<file path="src/vsgm_pkg.sv">
// Package for the voxel slice greedy mesher: quad and result types, face and command codes.
// No dependencies; every other file of the block uses it by scoped names.
package vsgm_pkg;

    localparam logic CMD_WRITE = 1'b0;
    localparam logic CMD_FETCH = 1'b1;

    localparam logic [2:0] FACE_PY = 3'd2;
    localparam logic [2:0] FACE_NY = 3'd3;
    localparam logic [2:0] FACE_PX = 3'd4;
    localparam logic [2:0] FACE_NX = 3'd5;

    localparam int BLK_W    = 8;
    localparam int COORD_W  = 5;
    localparam int SIZE_W   = 6;
    localparam int PACKED_W = 36;

    // quad as found in slice coordinates
    typedef struct packed {
        logic               found;
        logic [COORD_W-1:0] row;
        logic [COORD_W-1:0] col;
        logic [COORD_W-1:0] slice;
        logic [2:0]         face;
        logic [SIZE_W-1:0]  width;
        logic [SIZE_W-1:0]  height;
        logic [BLK_W-1:0]   blk;
    } t_quad;

    // quad mapped to world axes, as it leaves the block
    typedef struct packed {
        logic                found;
        logic [COORD_W-1:0]  x;
        logic [COORD_W-1:0]  y;
        logic [COORD_W-1:0]  z;
        logic [2:0]          face;
        logic [SIZE_W-1:0]   width;
        logic [SIZE_W-1:0]   height;
        logic [BLK_W-1:0]    blk;
        logic [PACKED_W-1:0] packed_word;
    } t_result;

endpackage

</file>
<file path="src/vsgm_quad_pack.sv">
// Maps a quad from slice coordinates to world axes by face and packs the 36-bit word.
// Depends on vsgm_pkg for t_quad, t_result and the face codes.
module vsgm_quad_pack (
    input  vsgm_pkg::t_quad   i_quad,
    output vsgm_pkg::t_result o_result
);

    logic [vsgm_pkg::COORD_W-1:0] x;
    logic [vsgm_pkg::COORD_W-1:0] y;
    logic [vsgm_pkg::COORD_W-1:0] z;
    logic [vsgm_pkg::COORD_W-1:0] w_m1;
    logic [vsgm_pkg::COORD_W-1:0] h_m1;

    always_comb begin
        unique case (i_quad.face)
            vsgm_pkg::FACE_PY, vsgm_pkg::FACE_NY: begin
                x = i_quad.col;
                y = i_quad.slice;
                z = i_quad.row;
            end
            vsgm_pkg::FACE_PX, vsgm_pkg::FACE_NX: begin
                x = i_quad.slice;
                y = i_quad.row;
                z = i_quad.col;
            end
            default: begin
                x = i_quad.col;
                y = i_quad.row;
                z = i_quad.slice;
            end
        endcase
    end

    assign w_m1 = vsgm_pkg::COORD_W'(i_quad.width - vsgm_pkg::SIZE_W'(1));
    assign h_m1 = vsgm_pkg::COORD_W'(i_quad.height - vsgm_pkg::SIZE_W'(1));

    always_comb begin
        if (i_quad.found) begin
            o_result.found       = 1'b1;
            o_result.x           = x;
            o_result.y           = y;
            o_result.z           = z;
            o_result.face        = i_quad.face;
            o_result.width       = i_quad.width;
            o_result.height      = i_quad.height;
            o_result.blk         = i_quad.blk;
            o_result.packed_word = {i_quad.blk, h_m1, w_m1, i_quad.face, z, y, x};
        end else begin
            // drop every field when the slice is exhausted
            o_result = '0;
        end
    end

endmodule

</file>
<file path="config.mk">
export PLATFORM = sky130hd
export DESIGN_NAME = vsgm_quad_pack
export DESIGN_NICKNAME = d
export VERILOG_FILES = /design/src/vsgm_pkg.sv /design/src/vsgm_quad_pack.sv
export SDC_FILE = /design/constraint.sdc
export NUM_CORES = 1
export LEC_CHECK = 0
export ABC_AREA = 0
export BUFFER_PORTS_ARGS = -buffer_cell sky130_fd_sc_hd__buf_2
export CAP_MARGIN = 25
export CORE_MARGIN = 5
export CORE_UTILIZATION = 36
export DETAILED_ROUTE_END_ITERATION = 7
export GPL_ROUTABILITY_DRIVEN = 0
export PLACE_DENSITY = 0.95
export SLEW_MARGIN = 20
export SYNTH_ARGS = -nofsm -noshare
export SYNTH_HDL_FRONTEND = slang
export SYNTH_SLANG_ARGS = --single-unit
export TNS_END_PERCENT = 20
</file>
<file path="constraint.sdc">
create_clock -name vclk -period 2.1
set_input_delay 0.42 -clock vclk [all_inputs]
set_output_delay 0.42 -clock vclk [all_outputs]
set_load 0.01 [all_outputs]
</file>
=== Word level (Yosys, flattened, before mapping) ===
Cells that the tools add are included.

* Output and inout bits: 75
* Register bits: 0
* Input port bits: 39
* Logic and storage cells: 12

* Equality and inequality tests: 4
* $add $sub $neg: 2
* Mux-type cells: 4
* Reduce and logical (&&, ||, !) cells: 2

{| class="wikitable"
|+ Operators with widths
! operator !! number
|-
| 75-bit 2-to-1 mux || 1
|-
| 5-bit 2-to-1 mux || 2
|-
| 5-bit case mux with 2 select lines || 1
|-
| 5-bit by 1-bit subtractor with 5-bit output, second input constant || 2
|-
| 3-bit by 2-bit == test with 1-bit output, second input constant || 2
|-
| 3-bit == test, second input constant || 2
|-
| 2-bit OR reduction || 2
|}

=== Depth between registers and ports, before layout ===
Gate-level depths: netlist (run 1).

* Depth after elaboration: 4
* Mapped depth: 5
* Gate-level depth less buffers: 5

=== Least setup slack after synthesis (run 1) ===
No wires, ideal clock.

* Kind: input to output
* Start: in i_quad[22] (netlist name)
* End: out o_result[64] (netlist name)
* Stages: 5
* Path buffers: 2
* Data arrival time: 1.197 ns
* Path slack: 0.483 ns
* Required time: 1.680 ns
* Cell sequence: nand2b_1 > buf_4 > mux2i_1 > nor2b_1 > buf_4

{| class="wikitable"
|+ RTL lines
! item !! line !! text
|-
| start: declaration || vsgm_quad_pack.sv:4 || <nowiki>input vsgm_pkg::t_quad i_quad,</nowiki>
|-
| end: declaration || vsgm_quad_pack.sv:5 || <nowiki>output vsgm_pkg::t_result o_result</nowiki>
|}

==> run summary, run 1 <==
RSZ-0062 raised after global routing - false
Final Hold Fails - 0
fin crit period - 1.827 ns
final setup fails - 0
antenna cells - 0
number of global-route vias before repair - 966
sequential share of power - 0
GRT Util Overall - 0.1436
P&R area growth vs syn - 42.37%
maximum clock rate - 547.2 MHz
Slew @ Worst Pin - 0.3302 ns
Tot Pwr - 0.2913 mW
initial antenna violation count - 0
hpwl dp - 2.493 mm
critical path capture point type - output pin
simple-gate portion of the synthesized area - 0.3503
vias - 1,047
synthesized area - 885.9 um^2
Netlist cell types - 14
leakage power - 0.8608 nW
post-synthesis sequential area ratio - 0
IO Count - 114
hold bufs inserted after CTS - 0
Storage cell area - 0 um^2
crit-path cells - buf_2 > inv_1 > ha_1 > nor3b_1 > xor2_1 > and2_1 > buf_2
Critical Path RT - 1.68 ns
critical path's most frequent cell - buf_2
slowest cell on the critical path - nor3b_1
global-route wire length before repair - 4.222 mm
post-placement worst setup slack - 0.2582 ns
largest net degree at the start of global routing - 29
maxcap violations - 0
commonest non-fill, non-tap cell in the layout - buf_2
commonest cells after routing, fill and taps aside - buf_2 (114), and2_1 (28), mux2i_1 (20), nor2b_1 (14), xor2_1 (6)
Port-buffer cells - 114
Final Max Slew Viols - 0
drt first-iter violations - 47
Mapped Cells - 122
Die X - 59.61 um
share of cells above drive strength 1 - 0.5686
outcome - finished clean
Core Area - 2410 um^2
clkbuf count - 0
Resized Gates After CTS - 0
relative slew slack - 0.7799
vias per cell - 4.474
PwrDens - 230.9 nW/um^2
grt ovf - 0
Max stage delay on crit path - 0.25 ns
Post-CTS Setup Inserts - 0
clock share of power - 0
Final Cycle Share - 0.8702
Hold WC Path Type - input pin to output pin
startpoint types - input pin
wire per inst - 11.96 um
First-pass DRT Iterations - 4
cell family with most CP delay - simple AND/OR/NAND/NOR gates
largest family of logic cells by synthesized area - simple AND/OR/NAND/NOR gates
CP Class - input pin to output pin
post-route ant nets - 0
Cell Int Power - 0.1385 mW
sequential cell count - 0
post-synthesis mux area share - 0.2260
complex-gate fraction of the synthesized area - 0.03531
Mapped Nets - 163
number of remaining DRC errors - 0
Gate power share - 1.000
switching portion of total power - 0.5247
count of standard-cell rows - 18
Chip Height - 59.61 um
Buf+Inv Stages, Crit Path - 3
maximum fanout along the worst path - 4
Synth Area in XOR/XNOR - 0.05932
Synth Warn # - 0
initial core utilization - 0.3676
fin worst setup slack - 0.2727 ns
nets - 247
worst vdd ir - 0.0001346 V
syn avg cell area - 7.261 um^2
setup TNS - 0 ns
CP arrival - 1.41 ns
die area - 3553 um^2
DRT Wirelength - 2.798 mm
post-synthesis adder-cell area fraction - 0.02825
NetSw - 0.1528 mW
==> final timing paths <==
| check | start | endpoint | slack (ns) | cells past startpoint |
|---|---|---|---|---|
| setup / recovery | i_quad[14] | o_result[22] | 0.27 | 7 |
| hold / removal | i_quad[14] | o_result[18] | 1.12 | 3 |
==> cell families (layout without fill, tap and decap cells) <==
family                   count (synthesis)  in the layout
AO/OA/AOI/OAI                            5              5
XOR/XNOR                                 6              6
adder cells (fa/ha/maj)                  2              2
buffers and inverters                   39            121
multiplexers                            20             20
AND/OR/NAND/NOR                         50             50
==> cell type report <==
type,instances,area [um^2]
inverters,5,18.77
multi-input cells,83,619.3
fillers,250,1149
repair buffers,116,585.6
well taps,30,37.54
==> metrics by stage <==
| stage | utilization | hold WS, ns | cells | instance area [um^2] |
|---|---|---|---|---|
| after global placement | 0.5234 | 1.109 | 234 | 1261 |
| after detailed placement | 0.5234 | 1.126 | 234 | 1261 |
| after floorplan | - | 0.8864 | 122 | 885.9 |
| after global routing | 0.5234 | 1.141 | 234 | 1261 |
| final | 0.5234 | 1.121 | 234 | 1261 |
| after CTS | 0.5234 | 1.126 | 234 | 1261 |
==> power groups by stage <==
stage	registers, mW	clock network, mW	logic [mW]
after floorplan	0	0	0.197
after global placement	0	0	0.289
after detailed placement	0	0	0.295
after CTS	0	0	0.296
after global routing	0	0	0.322
final	0	0	0.291
==> Yosys cell counts <==
master / n / area [um^2]
nor2b_1: 14 / 87.58
nand2_1: 1 / 3.750
o22ai_1: 5 / 31.28
buf_4: 28 / 210.2
buf_6: 2 / 22.52
inv_1: 5 / 18.77
nand2b_1: 3 / 18.77
nor3_1: 2 / 10.01
nor3b_1: 2 / 15.01
mux2i_1: 20 / 200.2
xor2_1: 6 / 52.55
and2_1: 28 / 175.2
clkbuf_1: 4 / 15.01
ha_1: 2 / 25.02
==> layer usage <==
layer / GRT usage / share of wire / vias up
met5: 0 / 0 / -
met4: 0.003165 / 0 / 0
met3: 0.008715 / 0.11 / 0
met2: 0.2839 / 0.53 / 52
met1: 0.1763 / 0.37 / 459
li1: - / - / 536
Power figures use the tool's default switching activity.
==> inputs of run 2 (changes only) <==
CELL_PAD_IN_SITES_DETAIL_PLACEMENT = 1   (was not set)
CELL_PAD_IN_SITES_GLOBAL_PLACEMENT = 1   (was not set)
CORE_UTILIZATION = 22   (was 36)
REMOVE_ABC_BUFFERS = 1   (was not set)
==> run summary, run 2 (synthesized netlist as in run 1, its figures left out) <==
drt first-iter violations - 2 (was 47)
critical path capture point type - output pin (unchanged)
DRT Wirelength - 3.756 mm (was 2.798 mm)
fin worst setup slack - 0.2285 ns (was 0.2727 ns)
setup TNS - 0 ns (unchanged)
sequential cell count - 0 (unchanged)
Cell Int Power - 0.1386 mW (was 0.1385 mW)
Final Cycle Share - 0.8912 (was 0.8702)
fillers - 529 (was 250)
Post-CTS Setup Inserts - 0 (unchanged)
worst vdd ir - 0.00007438 V (was 0.0001346 V)
count of standard-cell rows - 23 (was 18)
Fin Hold WS - 1.118 ns (was 1.121 ns)
die area - 5396 um^2 (was 3553 um^2)
Core Area - 3943 um^2 (was 2410 um^2)
wire per inst - 14.79 um (was 11.96 um)
initial antenna violation count - 0 (unchanged)
grt ovf - 0 (unchanged)
Max stage delay on crit path - 0.26 ns (was 0.25 ns)
post-route ant nets - 0 (unchanged)
startpoint types - input pin (unchanged)
switching portion of total power - 0.5426 (was 0.5247)
GRT Util Overall - 0.1264 (was 0.1436)
number of remaining DRC errors - 0 (unchanged)
clock share of power - 0 (about the same)
end-of-flow core utilization - 0.3262 (was 0.5234)
hpwl dp - 3.402 mm (was 2.493 mm)
commonest cells after routing, fill and taps aside - buf_2 (114), and2_1 (28), mux2i_1 (20), nor2b_1 (14), xor2_1 (6) (unchanged)
P&R area growth vs syn - 45.20% (was 42.37%)
sequential share of power - 0 (about the same)
relative slew slack - 0.7531 (was 0.7799)
maxcap violations - 0 (unchanged)
Gate power share - 1.000 (about the same)
IO Count - 114 (unchanged)
commonest non-fill, non-tap cell in the layout - buf_2 (unchanged)
Final Hold Fails - 0 (unchanged)
Buf+Inv Stages, Crit Path - 3 (unchanged)
Final Max Slew Viols - 0 (unchanged)
outcome - finished clean (unchanged)
largest net degree at the start of global routing - 42 (was 29)
Critical Path RT - 1.68 ns (about the same)
maximum clock rate - 534.3 MHz (was 547.2 MHz)
Port-buffer cells - 114 (unchanged)
Hold WC Path Type - input pin to output pin (unchanged)
vias per cell - 4.331 (was 4.474)
final setup fails - 0 (unchanged)
fin crit period - 1.871 ns (was 1.827 ns)
critical path's most frequent cell - buf_2 (unchanged)
Chip Height - 73.46 um (was 59.61 um)
clkbuf count - 0 (unchanged)
global-route wire length before repair - 5.499 mm (was 4.222 mm)
slowest cell on the critical path - nor3b_1 (unchanged)
First-pass DRT Iterations - 4 (unchanged)
CP arrival - 1.45 ns (was 1.41 ns)
maximum fanout along the worst path - 4 (unchanged)
Slew @ Worst Pin - 0.3703 ns (was 0.3302 ns)
share of cells above drive strength 1 - 0.5686 (unchanged)
hold bufs inserted after CTS - 0 (unchanged)
area of the multi-input gates - 619.3 um^2 (unchanged)
Tot Pwr - 0.3030 mW (was 0.2913 mW)
cell family with most CP delay - simple AND/OR/NAND/NOR gates (unchanged)
leakage power - 0.8608 nW (unchanged)
RSZ-0062 raised after global routing - false (unchanged)
PwrDens - 235.6 nW/um^2 (was 230.9 nW/um^2)
Storage cell area - 0 um^2 (unchanged)
CP Class - input pin to output pin (unchanged)
number of global-route vias before repair - 1,138 (was 966)
post-placement worst setup slack - 0.1947 ns (was 0.2582 ns)
vias - 1,100 (was 1,047)
antenna cells - 0 (unchanged)
Die X - 73.46 um (was 59.61 um)
crit-path cells - buf_2 > inv_1 > ha_1 > nor3b_1 > xor2_1 > and2_1 > buf_2 (unchanged)
Resized Gates After CTS - 0 (unchanged)
initial core utilization - 0.2247 (was 0.3676)
NetSw - 0.1644 mW (was 0.1528 mW)
nets - 247 (unchanged)
run 2: power by group through the flow:
stage	combinational, mW	clock (mW)	sequential, mW
after floorplan	0.139	0	0
after global placement	0.298	0	0
after detailed placement	0.309	0	0
after CTS	0.310	0	0
after global routing	0.331	0	0
final	0.303	0	0
run 2: path summary, 6_finish.rpt:
kind              startpoint           end  slack [ns]  cells past startpoint
setup / recovery  i_quad[14]  o_result[22]        0.23                      7
hold / removal     i_quad[8]  o_result[23]        1.12                      3
run 2: layer usage:
layer,up-vias,wire [um],part of all wire,GRT usage
li1,535,-,-,-
met1,504,1191,0.32,0.1249
met2,59,2148,0.57,0.2598
met3,2,384,0.10,0.04104
met4,0,31,0.0083,0.008048
met5,-,0,0,0
run 2: per-stage QoR:
| step | cells | cell area (um^2) |
|---|---|---|
| 4_1_cts | 254 | 1286 |
| 6_report | 254 | 1286 |
| 2_1_floorplan | 88 | 638.1 |
| 5_1_grt | 254 | 1286 |
| 3_5_place_dp | 254 | 1286 |
| 3_3_place_gp | 254 | 1286 |
run 2: final cells by class:
class / count / share of cell area
timing repair buffer: 116 / 0.4553
inverter: 5 / 0.01459
multi-input combinational: 83 / 0.4815
tap: 50 / 0.04864
